===== config.mk =====
export PLATFORM = sky130hd
export DESIGN_NAME = sensor_record_timestamp_decoder
export DESIGN_NICKNAME = d
export VERILOG_FILES = /design/src/rtl/core/srtd_pkg.sv /design/src/rtl/core/srtd_split.sv /design/src/rtl/core/srtd_cal.sv /design/src/rtl/core/sensor_record_timestamp_decoder.sv
export SDC_FILE = /design/constraint.sdc
export NUM_CORES = 1
export LEC_CHECK = 0
export BUFFER_PORTS_ARGS = -buffer_cell sky130_fd_sc_hd__buf_4
export CORE_MARGIN = 2
export CORE_UTILIZATION = 55
export DETAILED_ROUTE_END_ITERATION = 8
export GPL_ROUTABILITY_DRIVEN = 0
export PLACE_DENSITY = 0.76
export SLEW_MARGIN = 25
export SYNTH_ARGS = -nofsm -noshare
export SYNTH_HDL_FRONTEND = slang
export SYNTH_HIERARCHICAL = 1
export SYNTH_SLANG_ARGS = --single-unit

===== constraint.sdc =====
create_clock -name clock -period 6.36 [get_ports clock]
set_input_delay 1.59 -clock clock [delete_from_list [all_inputs] [get_ports clock]]
set_output_delay 1.59 -clock clock [all_outputs]
set_load 0.005 [all_outputs]

===== src/rtl/core/srtd_pkg.sv =====
`timescale 1ns / 1ps

package srtd_pkg;

   localparam logic [15:0] EMPTY_WORD = 16'hFFFF;

   localparam int unsigned MIN_PER_DAY   = 1440;
   localparam int unsigned MIN_PER_HOUR  = 60;
   localparam int unsigned HOURS_PER_DAY = 24;
   localparam int unsigned MONTH_TOP     = 12;
   localparam int unsigned YEAR_TOP      = 99;

   // floor(x / 1440) == (x * 46604) >> 26 for every 16-bit x
   localparam int unsigned DAY_RECIP  = 46604;
   localparam int unsigned DAY_SHIFT  = 26;
   // floor(x / 60) == (x * 1093) >> 16 for every x below 1440
   localparam int unsigned HOUR_RECIP = 1093;
   localparam int unsigned HOUR_SHIFT = 16;

   localparam int unsigned CSR_INDEX_W = 3;
   localparam int unsigned CSR_DATA_W  = 7;

   localparam logic [CSR_INDEX_W-1:0] CSR_START_CENTURY = 3'd0;
   localparam logic [CSR_INDEX_W-1:0] CSR_START_YEAR    = 3'd1;
   localparam logic [CSR_INDEX_W-1:0] CSR_START_MONTH   = 3'd2;
   localparam logic [CSR_INDEX_W-1:0] CSR_START_DAY     = 3'd3;
   localparam logic [CSR_INDEX_W-1:0] CSR_START_HOUR    = 3'd4;
   localparam logic [CSR_INDEX_W-1:0] CSR_START_MINUTE  = 3'd5;

   typedef struct packed {
      logic [6:0] century;
      logic [6:0] year;
      logic [3:0] month;
      logic [4:0] day;
      logic [4:0] hour;
      logic [5:0] minute;
   } cfg_type;

   typedef struct packed {
      logic [5:0]  days;
      logic [4:0]  hours;
      logic [5:0]  mins;
      logic [11:0] reading;
      logic [3:0]  channel;
   } split_type;

   // packed so that channel sits in the lowest bits, as on the result bus
   typedef struct packed {
      logic [5:0]  minute;
      logic [4:0]  hour;
      logic [4:0]  day;
      logic [3:0]  month;
      logic [6:0]  year;
      logic [6:0]  century;
      logic [11:0] reading;
      logic [3:0]  channel;
   } rslt_type;

endpackage


===== src/rtl/core/srtd_split.sv =====
`timescale 1ns / 1ps

module srtd_split
   import srtd_pkg::*;
(
   input  logic        clock,
   input  logic        reset,
   input  logic        in_valid,
   output logic        in_ready,
   input  logic [15:0] in_offset,
   input  logic [15:0] in_raw,
   output logic        out_valid,
   input  logic        out_ready,
   output split_type   out_data
);

   logic        s1_ready, s2_ready, s3_ready, s4_ready;
   logic        s1_valid_ff, s2_valid_ff, s3_valid_ff, s4_valid_ff;
   logic        s1_valid_in;

   logic [5:0]  s1_days_ff,  s2_days_ff,  s3_days_ff;
   logic [15:0] s1_offset_ff;
   logic [15:0] s1_raw_ff,   s2_raw_ff,   s3_raw_ff;
   logic [10:0] s2_rest_ff,  s3_rest_ff;
   logic [4:0]  s3_hours_ff;
   split_type   s4_data_ff;

   logic [31:0] day_prod;
   logic [5:0]  s1_days_in;
   logic [16:0] day_base;
   logic [16:0] rest_wide;
   logic [20:0] hour_prod;
   logic [4:0]  s3_hours_in;
   logic [10:0] mins_wide;
   split_type   s4_data_in;

   // drop empty records at the door: they take a beat but leave no result
   assign s1_valid_in = in_valid && (in_offset != EMPTY_WORD) && (in_raw != EMPTY_WORD);

   assign s1_ready = !s1_valid_ff || s2_ready;
   assign s2_ready = !s2_valid_ff || s3_ready;
   assign s3_ready = !s3_valid_ff || s4_ready;
   assign s4_ready = !s4_valid_ff || out_ready;
   assign in_ready = s1_ready;

   always_ff @(posedge clock) begin
      if (reset) begin
         s1_valid_ff <= 1'b0;
         s2_valid_ff <= 1'b0;
         s3_valid_ff <= 1'b0;
         s4_valid_ff <= 1'b0;
      end else begin
         if (s1_ready) s1_valid_ff <= s1_valid_in;
         if (s2_ready) s2_valid_ff <= s1_valid_ff;
         if (s3_ready) s3_valid_ff <= s2_valid_ff;
         if (s4_ready) s4_valid_ff <= s3_valid_ff;
      end
   end

   // stage 1: days by reciprocal multiply
   assign day_prod   = 32'(in_offset) * 32'(DAY_RECIP);
   assign s1_days_in = day_prod[DAY_SHIFT +: 6];

   always_ff @(posedge clock) begin
      if (s1_ready && s1_valid_in) begin
         s1_days_ff   <= s1_days_in;
         s1_offset_ff <= in_offset;
         s1_raw_ff    <= in_raw;
      end
   end

   // stage 2: minutes left within the day
   assign day_base  = 17'(s1_days_ff) * 17'(MIN_PER_DAY);
   assign rest_wide = 17'(s1_offset_ff) - day_base;

   always_ff @(posedge clock) begin
      if (s2_ready && s1_valid_ff) begin
         s2_days_ff <= s1_days_ff;
         s2_rest_ff <= rest_wide[10:0];
         s2_raw_ff  <= s1_raw_ff;
      end
   end

   // stage 3: hours by reciprocal multiply
   assign hour_prod   = 21'(s2_rest_ff) * 21'(HOUR_RECIP);
   assign s3_hours_in = hour_prod[HOUR_SHIFT +: 5];

   always_ff @(posedge clock) begin
      if (s3_ready && s2_valid_ff) begin
         s3_days_ff  <= s2_days_ff;
         s3_rest_ff  <= s2_rest_ff;
         s3_hours_ff <= s3_hours_in;
         s3_raw_ff   <= s2_raw_ff;
      end
   end

   // stage 4: minutes left within the hour, unpack the sensor word
   assign mins_wide = s3_rest_ff - 11'(s3_hours_ff) * 11'(MIN_PER_HOUR);

   always_comb begin
      s4_data_in.days    = s3_days_ff;
      s4_data_in.hours   = s3_hours_ff;
      s4_data_in.mins    = mins_wide[5:0];
      s4_data_in.reading = s3_raw_ff[15:4];
      s4_data_in.channel = s3_raw_ff[3:0];
   end

   always_ff @(posedge clock) begin
      if (s4_ready && s3_valid_ff) begin
         s4_data_ff <= s4_data_in;
      end
   end

   assign out_valid = s4_valid_ff;
   assign out_data  = s4_data_ff;

endmodule


===== src/rtl/core/srtd_cal.sv =====
`timescale 1ns / 1ps

module srtd_cal
   import srtd_pkg::*;
(
   input  logic      clock,
   input  logic      reset,
   input  cfg_type   cfg,
   input  logic      in_valid,
   output logic      in_ready,
   input  split_type in_data,
   output logic      out_valid,
   input  logic      out_ready,
   output rslt_type  out_data
);

   function automatic logic [4:0] month_len(input logic [3:0] month, input logic leap);
      logic [4:0] len;
      case (month) inside
         4'd1, 4'd3, 4'd5, 4'd7, 4'd8, 4'd10, 4'd12: len = 5'd31;
         4'd2:    len = leap ? 5'd29 : 5'd28;
         default: len = 5'd30;
      endcase
      return len;
   endfunction

   logic        c1_ready, c2_ready, c3_ready;
   logic        c1_valid_ff, c2_valid_ff, c3_valid_ff;

   logic [5:0]  c1_minute_ff, c2_minute_ff;
   logic [5:0]  c1_hour_sum_ff;
   logic [5:0]  c1_days_ff;
   logic [11:0] c1_reading_ff, c2_reading_ff;
   logic [3:0]  c1_channel_ff, c2_channel_ff;
   logic [4:0]  c2_hour_ff;
   logic [6:0]  c2_day_sum_ff;
   rslt_type    c3_data_ff;

   logic [6:0]  min_sum;
   logic [6:0]  min_fix;
   logic        min_carry;
   logic [5:0]  c1_hour_sum_in;
   logic [5:0]  hour_fix;
   logic        hour_carry;
   logic [6:0]  c2_day_sum_in;
   logic [4:0]  dim;
   logic [6:0]  day_fix;
   logic        day_carry;
   logic [4:0]  month_sum;
   logic        month_carry;
   logic [7:0]  year_sum;
   rslt_type    c3_data_in;

   assign c1_ready = !c1_valid_ff || c2_ready;
   assign c2_ready = !c2_valid_ff || c3_ready;
   assign c3_ready = !c3_valid_ff || out_ready;
   assign in_ready = c1_ready;

   always_ff @(posedge clock) begin
      if (reset) begin
         c1_valid_ff <= 1'b0;
         c2_valid_ff <= 1'b0;
         c3_valid_ff <= 1'b0;
      end else begin
         if (c1_ready) c1_valid_ff <= in_valid;
         if (c2_ready) c2_valid_ff <= c1_valid_ff;
         if (c3_ready) c3_valid_ff <= c2_valid_ff;
      end
   end

   // stage 1: minute, one carry that may remove up to two hours' worth
   always_comb begin
      min_sum   = 7'(cfg.minute) + 7'(in_data.mins);
      min_carry = 1'b1;
      if (min_sum >= 7'(2 * MIN_PER_HOUR)) begin
         min_fix = min_sum - 7'(2 * MIN_PER_HOUR);
      end else if (min_sum >= 7'(MIN_PER_HOUR)) begin
         min_fix = min_sum - 7'(MIN_PER_HOUR);
      end else begin
         min_fix   = min_sum;
         min_carry = 1'b0;
      end
      c1_hour_sum_in = 6'(cfg.hour) + 6'(in_data.hours) + 6'(min_carry);
   end

   always_ff @(posedge clock) begin
      if (c1_ready && in_valid) begin
         c1_minute_ff   <= min_fix[5:0];
         c1_hour_sum_ff <= c1_hour_sum_in;
         c1_days_ff     <= in_data.days;
         c1_reading_ff  <= in_data.reading;
         c1_channel_ff  <= in_data.channel;
      end
   end

   // stage 2: hour
   always_comb begin
      hour_carry = 1'b1;
      if (c1_hour_sum_ff >= 6'(2 * HOURS_PER_DAY)) begin
         hour_fix = c1_hour_sum_ff - 6'(2 * HOURS_PER_DAY);
      end else if (c1_hour_sum_ff >= 6'(HOURS_PER_DAY)) begin
         hour_fix = c1_hour_sum_ff - 6'(HOURS_PER_DAY);
      end else begin
         hour_fix   = c1_hour_sum_ff;
         hour_carry = 1'b0;
      end
      c2_day_sum_in = 7'(cfg.day) + 7'(c1_days_ff) + 7'(hour_carry);
   end

   always_ff @(posedge clock) begin
      if (c2_ready && c1_valid_ff) begin
         c2_hour_ff    <= hour_fix[4:0];
         c2_day_sum_ff <= c2_day_sum_in;
         c2_minute_ff  <= c1_minute_ff;
         c2_reading_ff <= c1_reading_ff;
         c2_channel_ff <= c1_channel_ff;
      end
   end

   // stage 3: day modulo the start month's length, then month, year, century
   always_comb begin
      dim       = month_len(cfg.month, cfg.year[1:0] == 2'd0);
      day_carry = 1'b0;
      day_fix   = c2_day_sum_ff;
      if (c2_day_sum_ff > 7'(dim)) begin
         day_carry = 1'b1;
         // the sum stays below three month lengths
         if (c2_day_sum_ff >= 7'({dim, 1'b0})) begin
            day_fix = c2_day_sum_ff - 7'({dim, 1'b0});
         end else begin
            day_fix = c2_day_sum_ff - 7'(dim);
         end
      end

      month_sum   = 5'(cfg.month) + 5'(day_carry);
      month_carry = month_sum > 5'(MONTH_TOP);
      year_sum    = 8'(cfg.year) + 8'(month_carry);

      c3_data_in.channel = c2_channel_ff;
      c3_data_in.reading = c2_reading_ff;
      c3_data_in.minute  = c2_minute_ff;
      c3_data_in.hour    = c2_hour_ff;
      c3_data_in.day     = day_fix[4:0];
      c3_data_in.month   = month_carry ? 4'd1 : month_sum[3:0];
      if (year_sum > 8'(YEAR_TOP)) begin
         c3_data_in.year    = 7'd0;
         c3_data_in.century = cfg.century + 7'd1;
      end else begin
         c3_data_in.year    = year_sum[6:0];
         c3_data_in.century = cfg.century;
      end
   end

   always_ff @(posedge clock) begin
      if (c3_ready && c2_valid_ff) begin
         c3_data_ff <= c3_data_in;
      end
   end

   assign out_valid = c3_valid_ff;
   assign out_data  = c3_data_ff;

endmodule


===== src/rtl/core/sensor_record_timestamp_decoder.sv =====
`timescale 1ns / 1ps

// Decodes logged sensor records into a channel, a 12-bit reading and a calendar
// timestamp built from the start date in the csr_ registers plus the record's
// minute offset. One record is taken every cycle unless a stall on rsp_ backs
// up to the input. Each accepted record passes through the offset split (two
// reciprocal multiplies, four stages) and the minute/hour/day carry chain (three
// stages, the last being the output register) before rsp_tvalid rises for it.
// Records whose offset or sensor word is 0xFFFF are accepted and dropped. Stalls
// on rsp_ propagate stage by stage, so empty stages still take new records.
// Write the csr_ registers only while no record is in flight.
module sensor_record_timestamp_decoder
   import srtd_pkg::*;
(
   input  logic                   clock,
   input  logic                   reset,

   input  logic                   req_tvalid,
   output logic                   req_tready,
   input  logic [31:0]            req_tdata,   // minute_offset[15:0], raw_reading[31:16]

   output logic                   rsp_tvalid,
   input  logic                   rsp_tready,
   // channel[3:0], reading[15:4], century[22:16], year[29:23], month[33:30],
   // day[38:34], hour[43:39], minute[49:44], zero[55:50]
   output logic [55:0]            rsp_tdata,

   input  logic                   csr_wen,
   input  logic [CSR_INDEX_W-1:0] csr_index,
   input  logic [CSR_DATA_W-1:0]  csr_wdata
);

   cfg_type   cfg_ff;
   logic      split_valid;
   logic      split_ready;
   split_type split_data;
   rslt_type  rslt;

   always_ff @(posedge clock) begin
      if (reset) begin
         cfg_ff.century <= 7'd20;
         cfg_ff.year    <= 7'd0;
         cfg_ff.month   <= 4'd1;
         cfg_ff.day     <= 5'd1;
         cfg_ff.hour    <= 5'd0;
         cfg_ff.minute  <= 6'd0;
      end else if (csr_wen) begin
         case (csr_index)
            CSR_START_CENTURY: cfg_ff.century <= csr_wdata;
            CSR_START_YEAR:    cfg_ff.year    <= csr_wdata;
            CSR_START_MONTH:   cfg_ff.month   <= csr_wdata[3:0];
            CSR_START_DAY:     cfg_ff.day     <= csr_wdata[4:0];
            CSR_START_HOUR:    cfg_ff.hour    <= csr_wdata[4:0];
            CSR_START_MINUTE:  cfg_ff.minute  <= csr_wdata[5:0];
            default: ;
         endcase
      end
   end

   srtd_split u_split (
      .clock     (clock),
      .reset     (reset),
      .in_valid  (req_tvalid),
      .in_ready  (req_tready),
      .in_offset (req_tdata[15:0]),
      .in_raw    (req_tdata[31:16]),
      .out_valid (split_valid),
      .out_ready (split_ready),
      .out_data  (split_data)
   );

   srtd_cal u_cal (
      .clock     (clock),
      .reset     (reset),
      .cfg       (cfg_ff),
      .in_valid  (split_valid),
      .in_ready  (split_ready),
      .in_data   (split_data),
      .out_valid (rsp_tvalid),
      .out_ready (rsp_tready),
      .out_data  (rslt)
   );

   assign rsp_tdata = {6'd0, rslt};

endmodule


==> impl_metrics.ini <==
[worst_setup_path]
cp_max_fo = 4
critPathBufInv = 7
crit_path_frequent_cell = inv_1
worstPathRequired_ps = 6640
cp_slowest_stage_delay_ps = 530
start_kind = input port
cp.arrival_ps = 6290
critPathKind = in -> reg
crit_slowest_cell = fa_1
path_cells = buf_4, ha_1, inv_1, fa_1, inv_1, fa_1, inv_1, fa_1, inv_1, fa_1, inv_1, fa_1, inv_1, ha_1, nand3_1, a21boi_0, o31ai_1, o211ai_2, a21oi_1, o21bai_1, xor2_1
endpoint_kind = flip-flop
path_delay_family = adder cells

[synth]
ys_warn_count = 6
syn_avg_cell_area_um2 = 13.4
seq_area_frac_synth_pct = 52.1
yosys_register_bits = 291
syn_inst = 1192
synthArstFlopShare_pct = 0
dominantRegCellSynth = edfxtp_1
yosysTopAreaCell = edfxtp_1
yosysTopAreaCellShare_pct = 47.0
synth_edf_count = 250
mappedNetlistArea_mm2 = 0.0160
synth_cell_types = 72
yosys-top-cells-area = edfxtp_1 (47%), ha_1 (17%), fa_1 (8.3%)

[floorplanning]
die_h_um = 174
die_w_um = 174
num_io_pins = 105
initial_core_util_pct = 55.8
core-area_mm2 = 0.0286
dieArea_mm2 = 0.0304
core.rowCount = 62

[clock_tree]
path_clk_slew_ps = 60
cts_resized = 0
cts_tree = yes
clk_latency_ps = 540
root_buffer = clkbuf_16
cts-buffers-inserted = 29
post_cts_buffers = 0
htreeDepth = 1
clock_sinks = 291
ctsLongestPathBuffers = 3
hold_buffers = 0

[routing]
routedWlPerCell_um = 15.1
vias = 8925
wl_mm = 26.2
ant_nets = 0
drtPass1Iterations = 5
avgViaCountPerCell = 5.14
route.detailed.drc = 0
drt_iter0_drc = 423

[pwr]
vdd_drop_max_v = 0.000227
powerDensity_mw_per_mm2 = 350
power_mw = 6.44
p_leak_nw = 8.01

[grt]
grt_max_degree = 52
grt_pass1_wl_mm = 43.7
grt_pass1_vias = 9044
antenna_found_initial = 1
grt_overflow_total = 0
track_usage_pct = 17.7

[layout]
n_fill_cell = 2111
instances_no_fill = 1735
fin_nets = 1654
syn2layout_area_growth_pct = 15.0
multi_input_area_mm2 = 0.00691
finalCoreUtilization_pct = 64.2
final_area_mm2 = 0.0184
layout_common_cells = edfxtp_1 (250), ha_1 (213), inv_1 (178)
n_antenna_cell = 0
seq_area_mm2 = 0.00833
final_common_cell = edfxtp_1
drive_gt1_share_pct = 14.7

[timing]
maxSlewHeadroom_pct = 50.4
finalCritPeriodShare_pct = 94.6
finalHoldViolations = 0
fin_skew_ps = 15.9
finalHoldWorstSlack_ps = 416
setup_ws_ps = 342
finalMaxSlewViolations = 0
setup_viol = 0
fmax_mhz = 166
fin_crit_ps = 6020
rsz0062_at_grt = no
worstMarginPinSlew_ps = 739
finalSetupTns_ps = 0

[placed_design]
io_buffers = 98
dpl.hpwl_mm = 20.1
dp_worst_setup_slack_ps = -250
dp_cells = 1679
placed_area_mm2 = 0.0173

[job]
maxCapViolCount = 0

[outcome]
status = finished clean

[min_path]
hp-class = reg -> reg
==> power breakdown <==
part / leakage, nW / switching [mW] / internal (mW) / total, mW
Combinational: 4.89 / 1.25 / 1.11 / 2.36
Clock: 0.483 / 0.701 / 1.05 / 1.75
Sequential: 2.64 / 0.0726 / 2.25 / 2.33
==> synth_stat cells, types with 6 or more instances <==
master    number
inv_1        178
nand3_1       10
a31oi_1        8
clkbuf_1      11
dfxtp_1       41
nand4_1       12
xor2_1        23
nand2_1       23
mux2i_1       38
nor2_1        56
a21o_1        12
buf_4          6
nor2b_1       10
nor3_1         9
fa_1          66
nand2b_1      41
o21a_1         6
a211oi_1       6
xnor2_1       41
o21ai_0       12
a21oi_1       34
ha_1         213
edfxtp_1     250
==> state kept, by name, indices dropped and copies added, names as in the netlist, 5 cells and up <==
name and cells:
cfg_ff 34, u_cal/c1_days_ff 6, u_cal/c1_hour_sum_ff 6, u_cal/c1_minute_ff 6, u_cal/c1_reading_ff 12, u_cal/c2_day_sum_ff 7
u_cal/c2_hour_ff 5, u_cal/c2_minute_ff 6, u_cal/c2_reading_ff 12, u_cal/out_data 50, u_split/out_data 33, u_split/s1_days_ff 6
u_split/s1_offset_ff 11, u_split/s1_raw_ff 16, u_split/s2_days_ff 6, u_split/s2_raw_ff 16, u_split/s2_rest_ff 11, u_split/s3_days_ff 6
u_split/s3_hours_ff 5, u_split/s3_raw_ff 16, u_split/s3_rest_ff 6
==> final cells by class <==
cell class	instances	share of cell area (%)
well taps	384	2.61
inverters	178	3.64
clock inverters	21	1.46
multi-input cells	703	37.6
flip-flops and latches	291	45.3
repair buffers	125	5.33
clock buffers	33	4.03
==> final timing paths <==
check	slack (ps)	depth (start not counted)	from	to
worst max-delay path	340	21	req_tdata[5]	u_split/s1_days_ff[2]
worst min-delay path	420	0	u_cal/c2_hour_ff[2]	u_cal/out_data[41]
worst max register to register	570	25	cfg_ff[19]	u_cal/out_data[22]
worst min register to register	420	0	u_cal/c2_hour_ff[2]	u_cal/out_data[41]
==> metal layers <==
metal  global-route usage (%)  up-vias  routed length (um)
met5                        0        -                   0
met4                     6.13        0                 830
met3                     2.80       48                1100
met2                     31.1      189               13200
met1                     22.5     4233               11100
li1                         -     4455                   -
==> kinds of logic (layout without fill, tap and decap cells) <==
kind of cell             after synthesis  count (layout)  share of synthesized area [%]
AO/OA/AOI/OAI                        118             118                           5.03
buffers and inverters                203             357                           5.09
multiplexers                          40              40                           2.52
adder cells (fa/ha/maj)              280             280                           25.0
AND/OR/NAND/NOR                      195             195                           6.70
flip-flops                           291             291                           52.1
XOR/XNOR                              64              64                           3.51
other                                  1               6                         0.0235
Power figures use the tool's default switching activity.
